--- config.mk ---
export PLATFORM = sky130hd
export DESIGN_NAME = path_glob_matcher
export DESIGN_NICKNAME = d
export VERILOG_FILES = /design/src/rtl/core/pgm_pkg.sv /design/src/rtl/core/pgm_cell.sv /design/src/rtl/core/path_glob_matcher.sv
export SDC_FILE = /design/constraint.sdc
export NUM_CORES = 1
export LEC_CHECK = 0
export BUFFER_PORTS_ARGS = -buffer_cell sky130_fd_sc_hd__buf_2
export CAP_MARGIN = 20
export CORE_MARGIN = 2
export CORE_UTILIZATION = 37
export DETAILED_ROUTE_END_ITERATION = 12
export PLACE_DENSITY = 0.52
export RECOVER_POWER = 25
export SYNTH_ARGS = -nofsm -noshare
export SYNTH_HDL_FRONTEND = slang
export SYNTH_SLANG_ARGS = --single-unit
--- constraint.sdc ---
create_clock -name clock -period 2.75 [get_ports clock]
set_input_delay 0.55 -clock clock [delete_from_list [all_inputs] [get_ports clock]]
set_output_delay 0.55 -clock clock [all_outputs]
set_load 0.02 [all_outputs]
--- src/rtl/core/pgm_pkg.sv ---
// Shared constants and types for the path glob matcher.
// No dependencies; used by pgm_cell and path_glob_matcher.
`timescale 1ns / 1ps
`default_nettype none
package pgm_pkg;

   localparam int PATTERN_MAX_DEFAULT = 32;
   localparam int STORED_CHARS        = 32;
   localparam int LENGTH_W            = 6;
   localparam int WORD_W              = 64;
   localparam int WORD_COUNT          = 4;
   localparam int CSR_INDEX_W         = 3;

   localparam logic [7:0] CHAR_STAR      = 8'h2A;
   localparam logic [7:0] CHAR_QMARK     = 8'h3F;
   localparam logic [7:0] CHAR_SLASH     = 8'h2F;
   localparam logic [7:0] CHAR_BACKSLASH = 8'h5C;

   localparam logic [CSR_INDEX_W-1:0] CSR_LENGTH = 3'd0;
   localparam logic [CSR_INDEX_W-1:0] CSR_WORD_0 = 3'd1;
   localparam logic [CSR_INDEX_W-1:0] CSR_WORD_1 = 3'd2;
   localparam logic [CSR_INDEX_W-1:0] CSR_WORD_2 = 3'd3;
   localparam logic [CSR_INDEX_W-1:0] CSR_WORD_3 = 3'd4;

   // broadcast to every cell
   typedef struct packed {
      logic       step;
      logic       restart;
      logic       sep;
      logic [7:0] ch;
   } ctrl_type;

   // handed from one cell to the next
   typedef struct packed {
      logic reach;
      logic link;
      logic adv;
   } cell_out_type;

endpackage
`default_nettype wire

--- src/rtl/core/pgm_cell.sv ---
// One pattern position of the glob automaton: active bit, star closure, advance.
// Depends on pgm_pkg.
`timescale 1ns / 1ps
`default_nettype none
module pgm_cell (
   input  wire                   clock,
   input  wire                   reset,
   input  wire                   home,
   input  wire pgm_pkg::ctrl_type ctrl,
   input  wire [7:0]             pat_char,
   input  wire                   in_range,
   input  wire                   link_in,
   input  wire                   adv_in,
   output pgm_pkg::cell_out_type cell_out
);

   logic active_ff;
   logic active_in;
   logic reach;
   logic is_star;
   logic is_any;
   logic consume;

   assign reach   = active_ff | link_in;
   assign is_star = (pat_char == pgm_pkg::CHAR_STAR);
   assign is_any  = (pat_char == pgm_pkg::CHAR_QMARK);
   assign consume = is_any ? ~ctrl.sep : (ctrl.ch == pat_char);

   assign cell_out.reach = reach;
   assign cell_out.link  = reach & in_range & is_star;
   assign cell_out.adv   = reach & in_range & ~is_star & consume;

   always_comb begin
      if (ctrl.restart) begin
         active_in = home;
      end else if (ctrl.step) begin
         active_in = (reach & in_range & is_star & ~ctrl.sep) | adv_in;
      end else begin
         active_in = active_ff;
      end
   end

   always_ff @(posedge clock) begin
      if (reset) begin
         active_ff <= home;
      end else begin
         active_ff <= active_in;
      end
   end

endmodule
`default_nettype wire

--- src/rtl/core/path_glob_matcher.sv ---
// Path glob matcher top level: config registers, chain of pattern cells, result register.
// Depends on pgm_pkg and pgm_cell.
//
// Usage:
//   csr_*  : write channel; csr_index 0 is the pattern length, 1..4 the pattern
//            words (8 chars each, char i in bits 8*i up). Always ready.
//   req_*  : one name character per beat; tlast marks the last character,
//            tuser marks a beat with no character (an empty name with tlast; tdata ignored).
//   rsp_*  : one beat per name, tdata bit 0 = matched.
// Flow: non-last characters are taken back to back. A last beat sets pending, which
//   holds req_tready low: the cell chain is stepped in the accept cycle, and once the
//   result register is free the same chain's star closure evaluates the final active set.
//   Closure ripples through up to PATTERN_MAX cells combinationally.
// Result: the last beat sets pending_ff; the match is then registered to rsp_tvalid once out_free.
// Stall: characters keep flowing while a result waits in the result register.
//   A following last beat is held in the chain and req_tready stays low until
//   rsp_tready frees the result register.
// Reset: synchronous; registers clear to zero, active set to position 0.
`timescale 1ns / 1ps
`default_nettype none
module path_glob_matcher #(
   parameter int PATTERN_MAX = pgm_pkg::PATTERN_MAX_DEFAULT
) (
   input  wire                            clock,
   input  wire                            reset,
   input  wire                            csr_valid,
   output logic                           csr_ready,
   input  wire [pgm_pkg::CSR_INDEX_W-1:0] csr_index,
   input  wire [pgm_pkg::WORD_W-1:0]      csr_data,
   input  wire                            req_tvalid,
   output logic                           req_tready,
   input  wire [7:0]                      req_tdata,   // [7:0] ch
   input  wire                            req_tlast,   // is_last
   input  wire                            req_tuser,   // [0] no_char
   output logic                           rsp_tvalid,
   input  wire                            rsp_tready,
   output logic [7:0]                     rsp_tdata    // [0] matched, [7:1] zero
);

   localparam int LEN_W = $clog2(PATTERN_MAX + 1);
   localparam int PAT_W = pgm_pkg::WORD_W * pgm_pkg::WORD_COUNT;
   localparam logic [6:0] MAX7 = 7'(PATTERN_MAX);

   logic [pgm_pkg::LENGTH_W-1:0] length_ff;
   logic [PAT_W-1:0]             pattern_ff;
   logic                         pending_ff;
   logic                         rsp_valid_ff;
   logic                         matched_ff;

   logic [6:0]                   eff7;
   logic [LEN_W-1:0]             eff_len;
   logic                         req_fire;
   logic                         csr_fire;
   logic                         out_free;
   pgm_pkg::ctrl_type            ctrl;
   pgm_pkg::cell_out_type        cell_out [0:PATTERN_MAX];
   logic [PATTERN_MAX:0]         reach_vec;

   assign csr_ready  = 1'b1;
   assign csr_fire   = csr_valid & csr_ready;
   assign out_free   = ~rsp_valid_ff | rsp_tready;
   assign req_tready = ~pending_ff;
   assign req_fire   = req_tvalid & req_tready;

   assign eff7    = ({1'b0, length_ff} > MAX7) ? MAX7 : {1'b0, length_ff};
   assign eff_len = LEN_W'(eff7);

   assign ctrl.step    = req_fire & ~req_tuser;
   assign ctrl.restart = pending_ff & out_free;
   assign ctrl.ch      = req_tdata;
   assign ctrl.sep     = (req_tdata == pgm_pkg::CHAR_SLASH) |
                         (req_tdata == pgm_pkg::CHAR_BACKSLASH);

   genvar gi;
   generate
      for (gi = 0; gi <= PATTERN_MAX; gi++) begin : g_cell
         logic [7:0] pat_char;
         logic       link_in;
         logic       adv_in;

         if (gi < pgm_pkg::STORED_CHARS) begin : g_stored
            assign pat_char = pattern_ff[8*gi +: 8];
         end else begin : g_blank
            assign pat_char = 8'h00;
         end

         if (gi == 0) begin : g_head
            assign link_in = 1'b0;
            assign adv_in  = ctrl.sep;
         end else begin : g_body
            assign link_in = cell_out[gi-1].link;
            assign adv_in  = cell_out[gi-1].adv;
         end

         pgm_cell u_cell (
            .clock    (clock),
            .reset    (reset),
            .home     (gi == 0),
            .ctrl     (ctrl),
            .pat_char (pat_char),
            .in_range (eff7 > 7'(gi)),
            .link_in  (link_in),
            .adv_in   (adv_in),
            .cell_out (cell_out[gi])
         );

         assign reach_vec[gi] = cell_out[gi].reach;
      end
   endgenerate

   always_ff @(posedge clock) begin
      if (reset) begin
         length_ff  <= '0;
         pattern_ff <= '0;
      end else if (csr_fire) begin
         unique case (csr_index)
            pgm_pkg::CSR_LENGTH: length_ff <= csr_data[pgm_pkg::LENGTH_W-1:0];
            pgm_pkg::CSR_WORD_0: pattern_ff[0*pgm_pkg::WORD_W +: pgm_pkg::WORD_W] <= csr_data;
            pgm_pkg::CSR_WORD_1: pattern_ff[1*pgm_pkg::WORD_W +: pgm_pkg::WORD_W] <= csr_data;
            pgm_pkg::CSR_WORD_2: pattern_ff[2*pgm_pkg::WORD_W +: pgm_pkg::WORD_W] <= csr_data;
            pgm_pkg::CSR_WORD_3: pattern_ff[3*pgm_pkg::WORD_W +: pgm_pkg::WORD_W] <= csr_data;
            default: ;
         endcase
      end
   end

   always_ff @(posedge clock) begin
      if (reset) begin
         pending_ff   <= 1'b0;
         rsp_valid_ff <= 1'b0;
         matched_ff   <= 1'b0;
      end else begin
         if (pending_ff) begin
            if (out_free) begin
               pending_ff <= 1'b0;
            end
         end else if (req_fire && req_tlast) begin
            pending_ff <= 1'b1;
         end
         if (pending_ff && out_free) begin
            rsp_valid_ff <= 1'b1;
            matched_ff   <= reach_vec[eff_len];
         end else if (rsp_valid_ff && rsp_tready) begin
            rsp_valid_ff <= 1'b0;
         end
      end
   end

   assign rsp_tvalid = rsp_valid_ff;
   assign rsp_tdata  = {7'b0, matched_ff};

endmodule
`default_nettype wire

======== After elaboration in Yosys (flattened, before gate mapping) ========
Index checks and enable logic that the tools add are counted.
operators by class
  $lt $le $gt $ge ......................... 34
  reduce and logical (&&, ||, !) cells .... 11
  eq/ne operators ......................... 102
  bitwise logic cells ..................... 265
  mux-type cells .......................... 40
operators by type and width
  cell                                                number
  == test 8 x 6 -> 1 bit, second input constant       65
  == test 8 bit                                       32
  AND 1 bit                                           163
  > comparator 6 x 5 -> 1 bit, second input constant  16
  OR 1 bit                                            66
  > comparator 6 x 4 -> 1 bit, second input constant  8
  two-way mux 1 bit                                   38
  NOT 1 bit                                           36
  > comparator 6 x 3 -> 1 bit, second input constant  4
  > comparator 6 x 1 -> 1 bit, second input constant  2
  > comparator 6 x 2 -> 1 bit, second input constant  2
  AND reduction 2 bit                                 5
  == test 8 x 7 -> 1 bit, second input constant       1
  < comparator 6 x 7 -> 1 bit, second input constant  1
  binary-select mux 1 bit (select 6 bit)              1
  == test 3 x 2 -> 1 bit, second input constant       2
  > comparator 6 bit, second input constant           1
  two-way mux 6 bit                                   1
  == test 3 x 1 -> 1 bit, second input constant       1
  == test 3 bit, second input constant                1
  logical AND 1 bit                                   3
  zero test 3 bit                                     1
  nonzero test 2 bit                                  1
  OR reduction 2 bit                                  1
storage, ports and cells
  output and inout bits ................... 11
  register bits ........................... 298
  logic and storage cells ................. 493
  input port bits ......................... 82

======== Logic depth before layout (Yosys ltp) ========
  depth in word-level cells ............... 101
  depth in mapped cells ................... 14
  depth with buffers taken out ............ 11

======== Cells and area by module ========
Synthesis repeated with hierarchy kept, for this count alone.
second synthesis, totals
  cell total of the unflattened synthesis .. 2242
  area, all modules ....................... 17116.4 µm²
modules (own cells, without submodules)
  module             times used  cells an instance  area an instance (µm²)  sequential area each (µm²)
  path_glob_matcher  1           1285               9890.7                  5305.1
  pgm_cell           33          29                 219.0                   30.0

======== Worst setup path before layout ========
No wires, ideal clock.
  path type ............................... register to register
  from .................................... register pattern_ff[66]
  to ...................................... register g_cell[32].u_cell.active_ff
  data arrival time ....................... 2.985 ns
  setup time .............................. 0.071 ns
  clock period less this slack ............ 3.055 ns
  stages on the path, launching flop included .. 12
  required time ........................... 2.679 ns
  path buffers ............................ 0
  slack ................................... -0.305 ns
  cell sequence ........................... dfxtp_1 -> or4_4 -> a2111oi_4 -> o2111ai_2 -> a2111oi_4 -> nand2_2 -> o22ai_2 -> a21oi_2 -> a21oi_4 -> a21oi_1 -> or4_1 -> a21oi_1
between the ends
  word-level cells in the longest chain between the ends .. 72
ends and longest elaborated chain
  element                            line                      source
  from (decl)                        path_glob_matcher.sv:45   logic [PAT_W-1:0] pattern_ff;
  from (signal, indexed assignment)  path_glob_matcher.sv:118  pgm_pkg::CSR_WORD_0: pattern_ff[0*pgm_pkg::WORD_W +: pgm_pkg::WORD_W] <= csr_data;
  from (signal, indexed assignment)  path_glob_matcher.sv:119  pgm_pkg::CSR_WORD_1: pattern_ff[1*pgm_pkg::WORD_W +: pgm_pkg::WORD_W] <= csr_data;
  from (signal, indexed assignment)  path_glob_matcher.sv:120  pgm_pkg::CSR_WORD_2: pattern_ff[2*pgm_pkg::WORD_W +: pgm_pkg::WORD_W] <= csr_data;
  == test 8 x 6 -> 1 bit             pgm_cell.sv:25            assign is_star = (pat_char == pgm_pkg::CHAR_STAR);
  AND 1 bit                          pgm_cell.sv:30            assign cell_out.link = reach & in_range & is_star;
  OR 1 bit                           pgm_cell.sv:24            assign reach = active_ff | link_in;
  AND 1 bit (2 in a row)             pgm_cell.sv:30
  OR 1 bit                           pgm_cell.sv:24
  AND 1 bit (2 in a row)             pgm_cell.sv:30
  OR 1 bit                           pgm_cell.sv:24
  AND 1 bit (2 in a row)             pgm_cell.sv:30
  (+48 left out)                     n/a
  OR 1 bit                           pgm_cell.sv:24
  AND 1 bit (2 in a row)             pgm_cell.sv:30
  OR 1 bit                           pgm_cell.sv:24
  AND 1 bit (2 in a row)             pgm_cell.sv:30
  OR 1 bit                           pgm_cell.sv:24
  AND 1 bit (2 in a row)             pgm_cell.sv:30
  OR 1 bit                           pgm_cell.sv:24
  AND 1 bit (3 in a row)             pgm_cell.sv:31            assign cell_out.adv = reach & in_range & ~is_star & consume;
  to (signal assigned)               pgm_cell.sv:45            active_ff <= home;
  to (signal assigned)               pgm_cell.sv:47            active_ff <= active_in;
  to (decl)                          pgm_cell.sv:17            logic active_ff;
Every way passes these cells.
A chain may end at the register's enable or synchronous reset.

======== Final worst setup path ========
  from .................................... register pattern_ff[95]
  to ...................................... register g_cell[32].u_cell.active_ff
between the ends
  word-level cells in the longest chain between the ends .. 63
ends and longest elaborated chain
  element                 line
  == test 8 x 6 -> 1 bit  pgm_cell.sv:25
  AND 1 bit               pgm_cell.sv:30
  OR 1 bit                pgm_cell.sv:24
  AND 1 bit (2 in a row)  pgm_cell.sv:30
  OR 1 bit                pgm_cell.sv:24
  AND 1 bit (2 in a row)  pgm_cell.sv:30
  OR 1 bit                pgm_cell.sv:24
  AND 1 bit (2 in a row)  pgm_cell.sv:30
  (+39 left out)          n/a
  OR 1 bit                pgm_cell.sv:24
  AND 1 bit (2 in a row)  pgm_cell.sv:30
  OR 1 bit                pgm_cell.sv:24
  AND 1 bit (2 in a row)  pgm_cell.sv:30
  OR 1 bit                pgm_cell.sv:24
  AND 1 bit (2 in a row)  pgm_cell.sv:30
  OR 1 bit                pgm_cell.sv:24
  AND 1 bit (3 in a row)  pgm_cell.sv:31
Every way passes these cells.

==> flow_summary.json <==
{
  "core_um2": 46300,
  "synth_area_per_cell_um2": 7.29,
  "yosys.cell_count.top_type": "nand2_1",
  "grt_pass1_vias": 17900,
  "cts.sinks": 298,
  "grt_pass1_wl_um": 106000,
  "vias": 18800,
  "yosys_register_bits": 298,
  "ant_nets": 0,
  "cts_buffers": 38,
  "fin_crit_ns": 3.29,
  "synth.area.top_cells": "dfxtp_1, nand2_1, a21oi_1",
  "status": "finished, violations left",
  "min_period_over_period": 1.20,
  "synth_cell_type_count": 88,
  "fp-row-count": 79,
  "rsz0062_at_grt": "yes",
  "critPathMaxFanout": 4,
  "die_x_um": 220,
  "drt_iter0_drc": 1432,
  "nNetsFinal": 2905,
  "post_drt_wl_per_cell_um": 20.2,
  "die_h_um": 220,
  "fill_cells": 4551,
  "finalSetupViolCount": 23,
  "dp_slack_ns": -0.715,
  "hold_viol_final": 0,
  "start_kind": "flop",
  "drc": 0,
  "cts_buffer_depth": 3,
  "violations": "capacitance limit, slew limit, setup timing",
  "multi_input_area_um2": 11100,
  "ioPinCount": 93,
  "timing.fmax_mhz": 304,
  "synth_edf_count": 0,
  "cp.required_ns": 3.24,
  "yosysTopAreaCellShare": 0.346,
  "grt_overflow": 0,
  "cts_hold_buffers": 0,
  "gp_congestion": 0.970,
  "async_flop_share": 0,
  "max_slew_margin": -0.151,
  "leakage_nw": 8.95,
  "synth_common_cells": "nand2_1, a21oi_1, dfxtp_1, xnor2_1, nor2_1",
  "first_pass_iters": 5,
  "crit_type": "reg2reg",
  "final-seq-area_um2": 5990,
  "tightest_slew_ns": 1.73,
  "final_max_slew_viol_count": 98,
  "cap_violations": 2,
  "ys.flop_type": "dfxtp_1",
  "worst_ep_arrival_time_ns": 3.78,
  "yosys_warnings": 0,
  "whs_ns": 0.266,
  "fin_tns_setup_ns": -7.65,
  "grt_use_total": 0.286,
  "fin_util": 0.512,
  "worst_slack_ns": -0.539,
  "wl_um": 69900,
  "cp-end-kind": "flop",
  "path_clk_slew_ns": 0.06,
  "viasPerCell": 5.45,
  "hold_path.class": "in2reg",
  "yosysTopAreaCell": "dfxtp_1",
  "port_buffers": 84,
  "start_util": 0.373,
  "postSynthCellCount": 2368,
  "cts_root_buf": "clkbuf_16",
  "die-area_um2": 48400,
  "syn2layout_area_growth_pct": 37.2,
  "power.density_nw_per_um2": 467,
  "place_hpwl_um": 50600,
  "tritoncts": "built",
  "syn_area_um2": 17300,
  "antenna_found_initial": 0,
  "ir_drop_uv": 403,
  "drive_gt1_frac": 0.262,
  "htreeDepth": 2,
  "grt_max_degree": 82,
  "skew_ns": 0.0130,
  "clk-insertion-delay-late_ns": 0.56,
  "seq_area_frac_synth": 0.346
}
## sequential cells by signal (all words and copies together), names as in the netlist
signal,count
rsp_tvalid,1
pattern_ff,256
matched_ff,1
pending_ff,1
length_ff,6
g_cell.u_cell.active_ff,33
## worst max-delay path: stages (launching register included)
cell and delay, ns:
dfxtp_2 0.32, nor3b_2 0.18, buf_4 0.14, and4bb_2 0.29, or4b_4 0.54, a2111oi_4 0.44, nand2_2 0.15, o22ai_4 0.21
a21oi_4 0.10, a21oi_4 0.16, a21oi_2 0.08, or4_4 0.48, a21oi_2 0.14
## layout make-up
type | instances | area share
Tap cell | 607 | 0.0321
Inverter | 21 | 0.00349
Multi-Input combinational cell | 1891 | 0.470
Clock inverter | 11 | 0.00549
Clock buffer | 56 | 0.0482
Antenna cell | 1 | 0.000106
Timing Repair Buffer | 573 | 0.187
Sequential cell | 298 | 0.253
## worst paths after layout
| kind | slack (ns) | start | to | depth (start not counted) |
|---|---|---|---|---|
| worst min-delay path | 0.27 | csr_data[47] | pattern_ff[47] | 3 |
| worst max-delay path | -0.54 | pattern_ff[95] | g_cell[32].u_cell.active_ff | 12 |
| worst min register to register | 0.46 | g_cell[32].u_cell.active_ff | g_cell[32].u_cell.active_ff | 2 |
| worst max register to register | -0.54 | pattern_ff[95] | g_cell[32].u_cell.active_ff | 12 |
## metal layers
metal | GRT usage | routed length, um
met2 | 0.450 | 31300
met5 | 0 | 0
met4 | 0.0864 | 1780
met1 | 0.397 | 31900
met3 | 0.0505 | 4900
## kinds of logic after synthesis
family	count (synthesis)	synth area share
AOI/OAI and AO/OA	543	0.193
xor gates and xnor gates	256	0.130
buffers and inverters	185	0.0428
DFF	298	0.346
muxes	12	0.00703
other	2	0.000435
and+or+nand+nor	1072	0.281
## repair_timing
action                     in CTS  in global routing
gates resized for setup        57                 64
setup buffers                  14                 10
pin swaps                      31                 30
setup endpoints to repair      27                 28
## per-stage QoR
stage                     cell area [um^2]  instances  total power, mW
after floorplan                      17400       2374             5.29
after global placement               21800       3368             5.94
after detailed placement             21800       3368             5.96
after CTS                            23400       3448             11.1
after global routing                 23700       3457             11.4
final                                23700       3458             11.1
## where the power goes
part	leakage (nW)	internal, mW	total (mW)	switching, mW
combinational	5.90	0.575	1.41	0.831
clock	0.633	3.15	5.16	2.01
sequential	2.42	4.42	4.50	0.0808
total	8.95	8.14	11.1	2.92
## cells in the final DEF, fill, tap and decap left out, types with 20 or more instances in the layout
cell type | netlist | routed
a21oi_1 | 327 | 317
buf_12 | 0 | 25
buf_2 | 9 | 82
buf_4 | 9 | 451
clkbuf_16 | 0 | 41
dfxtp_1 | 298 | 284
inv_1 | 21 | 20
nand2_1 | 602 | 599
nand3_1 | 47 | 43
nand4_1 | 60 | 60
nor2_1 | 155 | 150
nor3_1 | 47 | 41
nor4_1 | 38 | 35
o21ai_0 | 47 | 36
xnor2_1 | 160 | 160
xor2_1 | 96 | 96
(Power assumes the default switching activity.)
